$ cat src/sv/weo_pkg.sv
package weo_pkg;

    localparam int DIST_W      = 30;
    localparam int DPC_W       = 21;
    localparam int CFG_DATA_W  = 21;
    localparam int CFG_IDX_W   = 3;
    localparam int REG_W       = 16;
    localparam int NUM_WHEELS  = 6;
    localparam int DIST_LIMIT  = 268435456;

    // wheel order in every array
    localparam int W_FL = 0;
    localparam int W_FR = 1;
    localparam int W_BL = 2;
    localparam int W_BR = 3;
    localparam int W_ML = 4;
    localparam int W_MR = 5;

    localparam logic [REG_W-1:0] RST_MAX_COUNT  = 16'd61566;
    localparam logic [REG_W-1:0] RST_IMPLAUS    = 16'd10000;
    localparam logic [REG_W-1:0] RST_SPIKE      = 16'd1000;
    localparam logic [DPC_W-1:0] RST_DPC        = 21'd0;
    localparam logic             RST_SIX_WHEEL  = 1'b1;

    typedef enum logic [CFG_IDX_W-1:0] {
        CFG_MAX_COUNT = 3'd0,
        CFG_IMPLAUS   = 3'd1,
        CFG_SPIKE     = 3'd2,
        CFG_DPC       = 3'd3,
        CFG_SIX_WHEEL = 3'd4
    } t_cfg_idx;

    typedef struct packed {
        logic [REG_W-1:0] wrap_top;
        logic [REG_W-1:0] implausible_step;
        logic [REG_W-1:0] spike_limit;
        logic [DPC_W-1:0] distance_per_count;
        logic             six_wheel_mode;
    } t_cfg;

    typedef logic signed [DIST_W-1:0] t_dist;

endpackage

$ cat src/sv/weo_cfg.sv
module weo_cfg (
    input  logic                             i_clk,
    input  logic                             i_rst_n,
    input  logic                             i_cfg_we,
    input  logic [weo_pkg::CFG_IDX_W-1:0]    i_cfg_idx,
    input  logic [weo_pkg::CFG_DATA_W-1:0]   i_cfg_data,
    output weo_pkg::t_cfg                    o_cfg
);

    weo_pkg::t_cfg r_cfg;

    always_ff @(posedge i_clk) begin
        if (!i_rst_n) begin
            r_cfg.wrap_top           <= weo_pkg::RST_MAX_COUNT;
            r_cfg.implausible_step   <= weo_pkg::RST_IMPLAUS;
            r_cfg.spike_limit        <= weo_pkg::RST_SPIKE;
            r_cfg.distance_per_count <= weo_pkg::RST_DPC;
            r_cfg.six_wheel_mode     <= weo_pkg::RST_SIX_WHEEL;
        end else if (i_cfg_we) begin
            case (weo_pkg::t_cfg_idx'(i_cfg_idx))
                weo_pkg::CFG_MAX_COUNT: begin
                    r_cfg.wrap_top <= i_cfg_data[weo_pkg::REG_W-1:0];
                end
                weo_pkg::CFG_IMPLAUS: begin
                    r_cfg.implausible_step <= i_cfg_data[weo_pkg::REG_W-1:0];
                end
                weo_pkg::CFG_SPIKE: begin
                    r_cfg.spike_limit <= i_cfg_data[weo_pkg::REG_W-1:0];
                end
                weo_pkg::CFG_DPC: begin
                    r_cfg.distance_per_count <= i_cfg_data[weo_pkg::DPC_W-1:0];
                end
                weo_pkg::CFG_SIX_WHEEL: begin
                    r_cfg.six_wheel_mode <= i_cfg_data[0];
                end
                default: begin
                end
            endcase
        end
    end

    assign o_cfg = r_cfg;

endmodule

$ cat config.mk
export PLATFORM = sky130hd
export DESIGN_NAME = weo_cfg
export DESIGN_NICKNAME = d
export VERILOG_FILES = /design/src/sv/weo_pkg.sv /design/src/sv/weo_cfg.sv
export SDC_FILE = /design/constraint.sdc
export NUM_CORES = 1
export LEC_CHECK = 0
export BUFFER_PORTS_ARGS = -buffer_cell sky130_fd_sc_hd__buf_2
export CELL_PAD_IN_SITES_DETAIL_PLACEMENT = 1
export CELL_PAD_IN_SITES_GLOBAL_PLACEMENT = 1
export CORE_UTILIZATION = 39
export DETAILED_ROUTE_END_ITERATION = 10
export MAX_ROUTING_LAYER = met4
export PLACE_DENSITY = 0.8
export SLEW_MARGIN = 20
export SYNTH_ARGS = -nofsm -noshare
export SYNTH_HDL_FRONTEND = slang
export SYNTH_SLANG_ARGS = --single-unit
$ cat constraint.sdc
create_clock -name i_clk -period 1.9 [get_ports i_clk]
set_input_delay 0.19 -clock i_clk [delete_from_list [all_inputs] [get_ports i_clk]]
set_output_delay 0.19 -clock i_clk [all_outputs]
set_load 0.03 [all_outputs]
==> metrics.csv <==
stage;metric;value;unit
status;outcome;finished, final reports clean;
place;gp_congestion;0.750;
run;cap_violations;0;
routing;drtPass1Iterations;4;
clock_tree;postCtsSetupRepairBufs;0;
power_and_ir_drop;power_switching;0.775;mW
clock_tree;cts_resized;0;
critical_path;worstSetupPathType;primary input to register;
routing;drcViolationCount;0;
critical_path;endpoint_kind;register;
yosys;syn-num-nets;300;
yosys;syn_inst;273;
power_and_ir_drop;power_density;822;nW/µm²
place;post-place-ws;0.418;ns
timing;worst_slew_pin_slew;0.503;ns
power_and_ir_drop;vdd.ir_drop.worst;0.365;mV
power_and_ir_drop;p_seq_share;52.4;%
critical_path;slowest_stage;or4b_1;
floorplan;fp.dieW;86.1;µm
yosys;yosys.area.top_type;dfxtp_1;
global_routing;track_usage;19.4;%
place;hpwlAfterDp;4860;µm
clock_tree;clkLatencyLatePin;0.33;ns
clock_tree;numCtsBuffers;9;
yosys;syn_area;2760;µm²
timing;finalWorstSetupSlack;0.735;ns
yosys;synthArstFlopShare;0;%
critical_path;critPathArrivalTime;1.41;ns
yosys;synth-seq-cells;70;
clock_tree;cts_buffer_depth;2;
final_layout;syn2layout_area_growth;27.4;%
clock_tree;htreeDepth;3;
yosys;yosysWarningCount;0;
routing;num_vias;2223;
yosys;synthDistinctLibCells;14;
final_layout;largest_reg_flops;70;
global_routing;use_met3;4.33;%
critical_path;critPathRequiredTime;2.15;ns
power_and_ir_drop;leakagePower;1.70;nW
floorplan;initial_core_util;40.4;%
timing;fin_skew;0;ns
global_routing;grt_pass1_wl;10600;µm
global_routing;first_global_vias;2199;
clock_tree;hold_buffers;0;
timing;hold_viol;0;
clock_tree;clock_sinks;70;
timing;rsz0062_at_grt;false;
critical_path;start_kind;primary input;
global_routing;grt_max_degree;107;
critical_path;path_buf_inv;1;
timing;relSlewSlack;66.4;%
global_routing;global_route.usage.met1;22.8;%
routing;drt-total-wl;6810;µm
timing;fmax;858;MHz
global_routing;use_met2;32.1;%
power_and_ir_drop;clock_power_share;37.7;%
critical_path;critPathMaxFanout;8;
routing;first_iter_violations;59;
power_and_ir_drop;switching_share;26.8;%
critical_path;critPathTopFamily;simple AND/OR/NAND/NOR gates;
place;io_buffers;96;
final_layout;drive_gt1_share;32.3;%
yosys;synthFlopType;dfxtp_1;
clock_tree;cts_root_buf;clkbuf_8;
timing;maxSlewViolCount;0;
floorplan;dieArea;7420;µm²
floorplan;ios;97;
routing;avgRoutedWirePerCell;14.6;µm
yosys;synth_edf_count;0;
yosys;yosys-top-cells-count;dfxtp_1, mux2i_1, nand2_1, nor2b_1, clkbuf_1;
timing;period_minus_slack;1.17;ns
final_layout;nets;393;
timing;fin_crit_sh;61.3;%
critical_path;cp_cell_sequence;buf_2 -> or4b_1 -> mux2i_1;
global_routing;antenna_found_initial;0;
clock_tree;clk_pin_slew;0.08;ns
routing;antenna_left;0;
clock_tree;tritoncts;done;
global_routing;grt-ovfl-total;0;
floorplan;coreArea;6830;µm²
floorplan;fp.dieH;86.1;µm
global_routing;busiest_layer;met2;
final_layout;n_antenna_cell;0;
floorplan;rows;30;
yosys;syn_avg_cell_area;10.1;µm²
timing;fin_tns_setup;0;ns
yosys;synth_top_area_share;50.8;%
power_and_ir_drop;p_int;2.11;mW
critical_path;slowest_delay;0.79;ns
yosys;synth_area_leaders;dfxtp_1, mux2i_1, nand2_1;
routing;viasPerCell;4.76;
timing;setup_viol;0;
power_and_ir_drop;p_total;2.89;mW
yosys;yosysSeqAreaShare;50.8;%
power_and_ir_drop;power_frac_comb;9.9;%
hold_path;hold_class;primary input to register;
==> cell type report <==
class	instances	area, µm²
multi-input combinational	183	1270
clock inverter	6	45.0
sequential	70	1400
tap	96	120
timing repair buffer	102	538
fill	836	3310
clock buffer	10	138
==> power groups by stage <==
stage / Combinational, mW / Clock, mW / Sequential [mW]
2_1_floorplan: 0.121 / 0 / 1.61
3_3_place_gp: 0.282 / 0 / 1.55
3_5_place_dp: 0.288 / 0 / 1.55
4_1_cts: 0.289 / 1.12 / 1.52
5_1_grt: 0.307 / 1.19 / 1.52
6_report: 0.286 / 1.09 / 1.51
==> worst min-delay path, stage by stage <==
cell,delay (ns)
buf_2,0.09
nand2_1,0.04
mux2i_1,0.05
==> worst paths after layout <==
| check | start | endpoint | slack, ns | depth (start not counted) |
|---|---|---|---|---|
| min reg2reg | o_cfg[18] | o_cfg[18] | 0.46 | 2 |
| max | i_cfg_idx[0] | o_cfg[67] | 0.73 | 3 |
| min | i_cfg_data[19] | o_cfg[20] | 0.09 | 3 |
| max reg2reg | o_cfg[67] | o_cfg[67] | 1.23 | 2 |
==> routing by layer <==
metal / vias up / routed length, µm
met2: 71 / 3290
met4: 0 / 104
met3: 11 / 380
met5: - / 0
li1: 1080 / -
met1: 1061 / 3030
==> per-stage QoR <==
| stage | instances | utilization (%) | hold WS, ns | area [µm²] |
|---|---|---|---|---|
| global route | 467 | 51.5 | 0.0788 | 3520 |
| finish | 467 | 51.5 | 0.0906 | 3520 |
| floorplan | 273 | - | 0.329 | 2760 |
| CTS | 467 | 51.5 | 0.0787 | 3520 |
| detailed placement | 451 | 48.8 | 0.447 | 3330 |
| global placement | 451 | 48.8 | 0.434 | 3330 |
==> placed cells by master (no fill, tap or decap), types with 3 or more instances in the layout <==
cell type,synthesis,routed
mux2i_1,70,70
clkbuf_8,0,10
nand2_1,69,69
dfxtp_1,70,70
nor2b_1,37,37
buf_4,1,5
clkinvlp_4,0,3
buf_2,8,96
==> kinds of logic (layout without fill, tap and decap cells) <==
| kind of cell | count (synthesis) | after routing | share of synthesized area, % |
|---|---|---|---|
| buf+inv | 20 | 118 | 3.49 |
| flops | 70 | 70 | 50.8 |
| mux | 70 | 70 | 25.4 |
| simple gates | 113 | 113 | 20.4 |
No activity file was read; power rests on OpenSTA's default activity.
