## config.mk

```make
export PLATFORM = sky130hd
export DESIGN_NAME = weo_fuse
export DESIGN_NICKNAME = d
export VERILOG_FILES = /design/src/sv/weo_pkg.sv /design/src/sv/weo_fuse.sv
export SDC_FILE = /design/constraint.sdc
export NUM_CORES = 1
export LEC_CHECK = 0
export BUFFER_PORTS_ARGS = -buffer_cell sky130_fd_sc_hd__buf_2
export CAP_MARGIN = 0
export CORE_ASPECT_RATIO = 1.75
export CORE_MARGIN = 2
export CORE_UTILIZATION = 45
export DETAILED_ROUTE_END_ITERATION = 16
export GPL_TIMING_DRIVEN = 0
export PLACE_DENSITY = 0.7
export SKIP_LAST_GASP = 1
export SLEW_MARGIN = 20
export SYNTH_ARGS = -nofsm -noshare
export SYNTH_HDL_FRONTEND = slang
export SYNTH_SLANG_ARGS = --single-unit
export TNS_END_PERCENT = 50
```

## constraint.sdc

```tcl
create_clock -name vclk -period 14.89
set_clock_uncertainty 0.2 [all_clocks]
set_input_delay 2.978 -clock vclk [all_inputs]
set_output_delay 2.978 -clock vclk [all_outputs]
set_load 0.02 [all_outputs]
```

## src/sv/weo_pkg.sv

```systemverilog
package weo_pkg;

    localparam int DIST_W      = 30;
    localparam int DPC_W       = 21;
    localparam int CFG_DATA_W  = 21;
    localparam int CFG_IDX_W   = 3;
    localparam int REG_W       = 16;
    localparam int NUM_WHEELS  = 6;
    localparam int DIST_LIMIT  = 268435456;

    // wheel order in every array
    localparam int W_FL = 0;
    localparam int W_FR = 1;
    localparam int W_BL = 2;
    localparam int W_BR = 3;
    localparam int W_ML = 4;
    localparam int W_MR = 5;

    localparam logic [REG_W-1:0] RST_MAX_COUNT  = 16'd61566;
    localparam logic [REG_W-1:0] RST_IMPLAUS    = 16'd10000;
    localparam logic [REG_W-1:0] RST_SPIKE      = 16'd1000;
    localparam logic [DPC_W-1:0] RST_DPC        = 21'd0;
    localparam logic             RST_SIX_WHEEL  = 1'b1;

    typedef enum logic [CFG_IDX_W-1:0] {
        CFG_MAX_COUNT = 3'd0,
        CFG_IMPLAUS   = 3'd1,
        CFG_SPIKE     = 3'd2,
        CFG_DPC       = 3'd3,
        CFG_SIX_WHEEL = 3'd4
    } t_cfg_idx;

    typedef struct packed {
        logic [REG_W-1:0] wrap_top;
        logic [REG_W-1:0] implausible_step;
        logic [REG_W-1:0] spike_limit;
        logic [DPC_W-1:0] distance_per_count;
        logic             six_wheel_mode;
    } t_cfg;

    typedef logic signed [DIST_W-1:0] t_dist;

endpackage

```

## src/sv/weo_fuse.sv

```systemverilog
module weo_fuse (
    input  weo_pkg::t_dist i_dist [weo_pkg::NUM_WHEELS],
    input  logic           i_six_wheel,
    input  logic           i_hold,
    output weo_pkg::t_dist o_delta
);

    localparam int DW = weo_pkg::DIST_W;

    function automatic weo_pkg::t_dist med3(weo_pkg::t_dist a, weo_pkg::t_dist b,
                                            weo_pkg::t_dist c);
        weo_pkg::t_dist lo;
        weo_pkg::t_dist hi;
        weo_pkg::t_dist mid;
        lo  = (a < b) ? a : b;
        hi  = (a < b) ? b : a;
        mid = (hi < c) ? hi : c;
        return (lo > mid) ? lo : mid;
    endfunction

    weo_pkg::t_dist           med_l;
    weo_pkg::t_dist           med_r;
    logic signed [DW:0]       six_sum;
    logic signed [DW+1:0]     four_sum;
    logic signed [DW:0]       six_half;
    logic signed [DW+1:0]     four_avg;

    always_comb begin
        med_l    = med3(i_dist[weo_pkg::W_ML], i_dist[weo_pkg::W_FL], i_dist[weo_pkg::W_BL]);
        med_r    = med3(i_dist[weo_pkg::W_MR], i_dist[weo_pkg::W_FR], i_dist[weo_pkg::W_BR]);
        six_sum  = (DW+1)'(med_l) + (DW+1)'(med_r);
        four_sum = (DW+2)'(i_dist[weo_pkg::W_FL]) + (DW+2)'(i_dist[weo_pkg::W_BL])
                 + (DW+2)'(i_dist[weo_pkg::W_FR]) + (DW+2)'(i_dist[weo_pkg::W_BR]);
        six_half = six_sum >>> 1;
        four_avg = four_sum >>> 2;
        // both forms stay inside the wheel distance limits
        if (i_hold) begin
            o_delta = '0;
        end else if (i_six_wheel) begin
            o_delta = $signed(six_half[DW-1:0]);
        end else begin
            o_delta = $signed(four_avg[DW-1:0]);
        end
    end

endmodule

```

==> summary.md, run 1 <==
| Metric | Value |
|---|---|
| VDD IR max | 0.167 mV |
| Slowest stage cell, crit path | a2111oi_4 |
| Max-cap violations | 0 |
| Min-delay src | i_hold |
| Largest net degree at the start of global routing | 11 |
| Diodes inserted | 0 |
| Yosys cell types | 70 |
| Mapped Cells | 1541 |
| FMAX | 63.8 MHz |
| Vias | 13.3k |
| Rows | 76 |
| Post-route cell area | 0.0147 mm² |
| Initial antenna violation count | 0 |
| CP peak stage delay | 0.46 ns |
| Detailed-route DRC error count | 0 |
| Outcome | finished with violations |
| WS Path Type | primary input to output pin |
| Gr usage total | 35.4% |
| Instance area after placement | 0.0128 mm² |
| Vias in the first global route | 13.3k |
| Post-DP HPWL | 39400 µm |
| Post-Route Utilization | 60.1% |
| Reg area | 0 µm² |
| First-pass GRT wire length | 69900 µm |
| GR Overflow Total | 0 |
| Setup crit start | i_dist[140] |
| Initial Util | 45.6% |
| Critical Path RT | 11.71 ns |
| Sequential cells | 0 |
| RD Place Congestion | 0.990 |
| Seq/Total Area, Yosys | 0% |
| Clock buffers | 0 |
| Leading cell types in the layout, fill and taps excluded | ha_1 (210), nand2_1 (197), buf_2 (177) |
| CP arrival | 12.51 ns |
| Unrepaired setup endpoints after global routing | yes |
| Total die area | 0.0262 mm² |
| Fin crit share | 105% |
| Area growth from synthesis to layout | 31.8% |
| Nets | 2318 |
| Startpoint Class | primary input |
| Final Hold Vio Count | 0 |
| Synth Area per Inst | 7.26 µm² |
| Power Dens Cells | 174 mW/mm² |
| Die width | 123 µm |
| Syn Nets | 2019 |
| Synth area leaders | ha_1 (26%), fa_1 (11%), o21ai_0 (8.2%) |
| Worst-Margin Slew | 0.866 ns |
| Leakage | 7.36 nW |
| # IOs | 212 |
| Worst Slack Setup Final | -0.795 ns |
| Port bufs | 211 |
| Die height | 213 µm |
| WHS | 6.39 ns |
| Core box area | 0.0245 mm² |
| Largest fanout on the critical path | 7 |
| CP dominant cell by count | buf_4 |
| DR pass1 iterations | 6 |
| Setup crit end kind | output pin |
| Slew HR | 41.6% |
| Type of the worst min-delay path | primary input to output pin |
| Share of cells above drive strength 1 | 27.6% |
| Fill cell count | 2323 |
| Yosys Warn Count | 0 |
| Final Setup Violations | 23 |
| Mapped Area | 0.0112 mm² |
| Top cell type's share of synthesized area | 26.2% |
| Failing checks | setup timing |
| ANT nets after route | 0 |
| Post-layout minimum cycle time | 15.68 ns |
| Iter 0 DRT Violations | 879 |
| Wire per inst | 22.5 µm |
| Aggregate routed wire length | 48400 µm |
| Synth area leader | ha_1 |
| Max Slew Vio Count | 0 |
| Drt via density | 6.17 |
| Commonest non-fill, non-tap cell in the layout | ha_1 |
[layout make-up]
cell class | count | area [µm²] | share of cell area [%]
buffer | 46 | 364 | 2.47
multi-input combinational | 1345 | 11500 | 78.1
timing repair buffer | 299 | 1910 | 12.9
tap | 312 | 390 | 2.65
inverter | 148 | 571 | 3.87
[through the flow]
step                setup TNS, ns  worst slack, ns  instances  power, mW
detailed placement         -48.25            -2.42       2064       2.04
global placement           -43.92            -2.27       2064       2.02
finish                      -9.84           -0.795       2150       2.57
global route               -16.61            -1.05       2150       2.77
CTS                         -1.60           -0.269       2132       2.38
floorplan                       0           0.0175       1541       1.51
[cells in the mapped netlist (all sizes together) (3+ instances only)]
cell type / number
a211o: 5
o21bai: 10
or3: 6
mux2: 30
mux2i: 63
nor3: 21
o22ai: 12
a21boi: 3
nand4: 36
and3: 7
nand2: 199
o21ba: 3
nand2b: 6
a2bb2oi: 3
a2111oi: 5
xnor2: 36
and2: 5
xor2: 22
o21a: 9
o41ai: 3
a221o: 4
nor2: 81
o31ai: 3
a21oi: 108
buf: 11
a31oi: 9
nor4: 11
nand3: 28
nor2b: 13
o211ai: 15
a21o: 45
ha: 234
inv: 147
a211oi: 23
clkbuf: 37
o21ai: 198
fa: 62
[critical path, delay by kind of cell]
kind,cells,cell delay (ns)
AOI/OAI and AO/OA,20,4.00
muxes,3,0.76
xor gates and xnor gates,3,0.49
adders and majority gates,4,1.12
buffers and inverters,10,1.46
and+or+nand+nor,9,1.65
[timing repair]
item | CTS | global route
hold buffers | 0 | 0
gates cloned | 1 | 0
setup buffers | 69 | 21
setup endpoints to repair | 30 | 28
pin swaps | 89 | 74
gates resized for setup | 229 | 65
[power by group]
group          switching [mW]  internal (mW)
combinational            1.45           1.12
sequential                  0              0
clock                       0              0
[cell families (layout without fill, tap and decap cells)]
group           after synthesis  after routing  synth area share (%)
buf+inv                     196            493                  6.68
compound gates              474            474                  25.7
xor+xnor                     58             58                  4.54
mux                          93             93                  8.65
fa+ha+maj                   296            296                  37.2
simple gates                424            424                  17.2
[routing by layer]
metal  vias to the layer above  global-route usage [%]  wire [µm]
met2                       682                    63.3      23700
met3                       257                    1.45       2290
met1                      6161                    35.9      16400
met4                         0                    32.8       6030
met5                         -                       0          0
li1                       6172                       -          -
[final timing paths]
check / to / slack, ns / depth (start not counted)
max: o_delta[27] / -0.79 / 49
min: o_delta[28] / 6.39 / 6
Note: power is estimated with default switching activity, not from simulation.
==> inputs of run 2 (changes only) <==
- ABC_AREA: default -> 1
- CORE_ASPECT_RATIO: 1.75 -> 1.4
- PLACE_DENSITY: 0.7 -> 0.69
==> summary.md, run 2 <==
| Metric | Value |
|---|---|
| CP peak stage delay | 0.30 ns |
| Wl on met1 | 17200 µm |
| Sequential cells | 0 |
| Max-cap violations | 0 |
| Reg area | 0 µm² |
| Startpoint Class | primary input |
| Synth Area per Inst | 6.02 µm² |
| Rows | 68 |
| CP arrival | 11.43 ns |
| Drt via density | 5.65 |
| Iter 0 DRT Violations | 881 |
| # IOs | 212 |
| Die width | 138 µm |
| FMAX | 68.4 MHz |
| Gr usage total | 31.9% |
| Most frequent cells after synthesis | nand2_1 (416), inv_1 (264), a21oi_1 (258), ha_1 (234), o21ai_0 (200) |
| Area growth from synthesis to layout | 29.5% |
| Final Hold Vio Count | 0 |
| CP dominant cell by count | nand2_2 |
| Slowest stage cell, crit path | a221oi_4 |
| Leading cell types in the layout, fill and taps excluded | nand2_1 (387), inv_1 (234), a21oi_1 (226) |
| GR Overflow Total | 0 |
| Aggregate routed wire length | 45500 µm |
| Share of cells above drive strength 1 | 24.2% |
| Wire length on met2 | 22300 µm |
| Yosys cell types | 42 |
| Top cell type's share of synthesized area | 25.8% |
| Largest fanout on the critical path | 8 |
| Clock buffers | 0 |
| Largest net degree at the start of global routing | 11 |
| Final Setup Violations | 0 |
| Leakage | 7.65 nW |
| Mapped Cells | 1882 |
| Met3 WL | 2180 µm |
| Commonest non-fill, non-tap cell in the layout | nand2_1 |
| Vias | 13.9k |
| Mapped Area | 0.0113 mm² |
| Syn Nets | 2360 |
| Worst-Margin Slew | 0.724 ns |
| WS Path Type | primary input to output pin |
| Initial Util | 45.9% |
| Outcome | finished clean |
| Vias in the first global route | 13.4k |
| WHS | 6.35 ns |
| Fin crit share | 98.1% |
| Min-delay src | i_six_wheel |
| Synth area leader | ha_1 |
| Yosys Warn Count | 0 |
| Port bufs | 211 |
| Detailed-route DRC error count | 0 |
| Post-DP HPWL | 38600 µm |
| Synth area leaders | ha_1 (26%), nand2_1 (14%), a21oi_1 (11%) |
| Initial antenna violation count | 2 |
| Total die area | 0.0265 mm² |
| Worst Slack Setup Final | 0.281 ns |
| Wire per inst | 18.5 µm |
| Nets | 2628 |
| Core box area | 0.0247 mm² |
| Max Slew Vio Count | 0 |
| VDD IR max | 0.130 mV |
| Type of the worst min-delay path | primary input to output pin |
| ANT nets after route | 0 |
| Most common cell in the netlist | nand2_1 |
| Setup crit end kind | output pin |
| First-pass GRT wire length | 67000 µm |
| Power Dens Cells | 196 mW/mm² |
| Diodes inserted | 0 |
| DR pass1 iterations | 6 |
| RD Place Congestion | 0.955 |
| Pre-CTS WS | -2.08 ns |
| Critical Path RT | 11.71 ns |
| Post-layout minimum cycle time | 14.61 ns |
| Seq/Total Area, Yosys | 0% |
| Highest routed layer | met5 |
| Setup crit start | i_dist[169] |
| Slew HR | 51.8% |
| Die height | 192 µm |
-- run 2: cell count changes after synthesis, sizes merged, moves of 18 or more --
cell,before,now
a21oi,108,261
nand2,199,432
a21o,45,8
inv,147,266
xnor2,36,6
nand3,28,56
nor2,81,174
mux2,30,0
o21ai,198,216
mux2i,63,0
-- run 2: timing repair --
| action | in CTS | in global routing |
|---|---|---|
| pin swaps | 11 | 76 |
| gates resized for setup | 90 | 329 |
| setup endpoints to repair | 28 | 17 |
| endpoints found under the hold margin | 0 | 0 |
| hold buffers | 0 | 0 |
| setup buffers | 12 | 37 |
| cloned | 0 | 6 |
-- run 2: cell families (layout without fill, tap and decap cells) --
group	after synthesis	after routing	synth area share [%]
AND/OR/NAND/NOR	706	707	25.3
AO/OA/AOI/OAI	540	540	25.7
buffers and inverters	322	587	10.8
adder cells (fa/ha/maj)	296	296	36.8
XOR/XNOR	18	18	1.39
-- run 2: stage by stage --
| stage | cell area [µm²] | std cells | utilization, % | TNS, ns | power, mW |
|---|---|---|---|---|---|
| final | 14700 | 2463 | 59.5 | 0 | 2.88 |
| after global routing | 14700 | 2463 | 59.5 | -0.435 | 3.18 |
| after CTS | 13200 | 2420 | 53.3 | 0 | 2.51 |
| after detailed placement | 12800 | 2408 | 51.8 | -29.29 | 2.39 |
| after global placement | 12800 | 2408 | 51.8 | -27.48 | 2.36 |
| after floorplan | 11300 | 1882 | - | 0 | 1.74 |
-- run 2: path summary, 6_finish.rpt --
kind / slack, ns / endpoint / cells past startpoint
worst min-delay path: 6.35 / o_delta[28] / 8
worst max-delay path: 0.28 / o_delta[29] / 63
-- run 2: power breakdown --
group,total (mW),switching [mW],internal (mW)
logic,2.88,1.79,1.09
clock network,0,0,0
registers,0,0,0
-- run 2: metal layers --
layer / up-vias / GRT usage (%)
met3: 169 / 2.27
met1: 6336 / 34.9
met5: - / 0
met4: 4 / 20.4
met2: 540 / 59.4
li1: 6864 / -
-- run 2: cell type report --
cell class                      instances  area (µm²)
Timing Repair Buffer                  265        1670
Fill cell                            2457        9990
Buffer                                 56         470
Inverter                              266        1010
Multi-Input combinational cell       1561       11100
Tap cell                              315         394
-- run 2: critical path: cells and delay by family --
family,cells,cell delay (ns)
xor gates and xnor gates,1,0.19
AOI/OAI and AO/OA,17,2.88
and+or+nand+nor,30,2.91
adders and majority gates,4,0.99
buffers and inverters,11,1.49
==> inputs of run 3 (changes only) <==
- PLACE_DENSITY: 0.69 -> 0.67
- clock period: 14.89 -> 18.85 ns (I/O delays scaled with it)
==> summary.md, run 3 (synthesis gave the netlist of run 2 again) <==
| Metric | Value |
|---|---|
| CP arrival | 14.05 ns |
| Post-CTS setup buffer count | 0 |
| Commonest non-fill, non-tap cell in the layout | nand2_1 |
| WS Path Type | primary input to output pin |
| P_int | 0.649 mW |
| Flop pwr share | 0% |
| Max-cap violations | 0 |
| # IOs | 212 |
| Startpoint Class | primary input |
| FMAX | 55.5 MHz |
| Setup crit end kind | output pin |
| Post-route cell area | 0.0128 mm² |
| Largest net degree at the start of global routing | 11 |
| Wire per inst | 17.9 µm |
| CP peak stage delay | 0.50 ns |
| Post-Route Utilization | 52.0% |
| Diodes inserted | 0 |
| GR Overflow Total | 0 |
| Initial Util | 45.9% |
| Sw Pwr | 1.29 mW |
| Drt via density | 5.56 |
| Type of the worst min-delay path | primary input to output pin |
| Combinational power share | 100.0% |
| # resized after CTS | 0 |
| Min-delay src | i_six_wheel |
| Final Setup Violations | 0 |
| Slew HR | 48.9% |
| Max Slew Vio Count | 0 |
| RD Place Congestion | 0.954 |
| Final Hold Vio Count | 0 |
| Critical Path RT | 14.88 ns |
| Post-DP HPWL | 38900 µm |
| Detailed-route DRC error count | 0 |
| Hold Path Stages | 8 |
| Instance area after placement | 0.0128 mm² |
| Fin crit share | 95.6% |
| Die height | 192 µm |
| Nets | 2573 |
| Share of cells above drive strength 1 | 12.9% |
| ANT nets after route | 0 |
| Area growth from synthesis to layout | 13.3% |
| Total die area | 0.0265 mm² |
| Worst Slack Setup Final | 0.826 ns |
| Pre-CTS WS | 0.268 ns |
| Switch share | 66.5% |
| Hold EP | o_delta[28] |
| Setup crit start | i_dist[179] |
| Leakage | 7.10 nW |
| Die width | 138 µm |
| Aggregate routed wire length | 43000 µm |
| Vias in the first global route | 13.1k |
| DR pass1 iterations | 5 |
| Sequential cells | 0 |
| Post-CTS Hold Fix Bufs | 0 |
| Initial antenna violation count | 1 |
| Rows | 68 |
| Clock power frac | 0% |
| Worst-Margin Slew | 0.767 ns |
| First-pass GRT wire length | 66500 µm |
| CP dominant cell by count | nand2_1 |
| Outcome | finished clean |
| Iter 0 DRT Violations | 883 |
| TNS Setup | 0 ns |
| Vias | 13.4k |
| Slowest stage cell, crit path | nor3b_1 |
| Core box area | 0.0247 mm² |
| Gr usage total | 31.6% |
| Leading cell types in the layout, fill and taps excluded | nand2_1 (416), inv_1 (264), a21oi_1 (258) |
| Clock buffers | 0 |
| WHS | 7.93 ns |
| Reg area | 0 µm² |
| Largest fanout on the critical path | 10 |
| VDD IR max | 0.116 mV |
| Power Dens Cells | 151 mW/mm² |
| Post-layout minimum cycle time | 18.02 ns |
| Fill cell count | 2697 |
| Port bufs | 211 |
==> run 3: cell count changes in the layout (fill, tap and decap cells not counted), moves of 32 or more <==
cell,previous run,this run
a21oi_1,226,258
buf_2,186,221
buf_4,67,0
o21ai_0,164,199
==> run 3: worst max-delay path by stage <==
stage / endpoint / slack (ns)
after global placement: o_delta[29] / 0.39
final: o_delta[29] / 0.83
after CTS: o_delta[29] / 0.21
after global routing: o_delta[27] / -0.003
after floorplan: o_delta[25] / 3.00
after detailed placement: o_delta[29] / 0.27
==> run 3: power by group through the flow <==
stage	logic [mW]	clock network, mW	registers [mW]
after floorplan	1.37	0	0
after global placement	1.86	0	0
after detailed placement	1.89	0	0
after CTS	1.90	0	0
after global routing	2.17	0	0
final	1.94	0	0
==> run 3: layout make-up <==
| class | count | area, µm² | area share (%) |
|---|---|---|---|
| Buffer | 56 | 238 | 1.85 |
| Inverter | 266 | 998 | 7.78 |
| Multi-Input combinational cell | 1560 | 10200 | 79.1 |
| Tap cell | 315 | 394 | 3.07 |
| Timing Repair Buffer | 211 | 1060 | 8.23 |
==> run 3: worst max-delay path, delay by kind of cell <==
kind                       cells  cell delay [ns]
and+or+nand+nor               30             3.79
AOI/OAI and AO/OA             16             3.02
buffers and inverters          9             2.00
adders and majority gates      4             1.36
xor gates and xnor gates       1             0.10
==> run 3: metrics by stage <==
step	power [mW]	std cells
after CTS	1.90	2408
after detailed placement	1.89	2408
after global routing	2.17	2408
after floorplan	1.37	1882
final	1.94	2408
after global placement	1.86	2408
==> run 3: layer usage <==
layer	vias to the layer above	GRT usage, %	wire (µm)
met5	-	0	8
met4	2	20.7	3500
met3	133	1.17	1750
met2	458	58.7	21000
met1	6066	35.4	16700
li1	6736	-	-
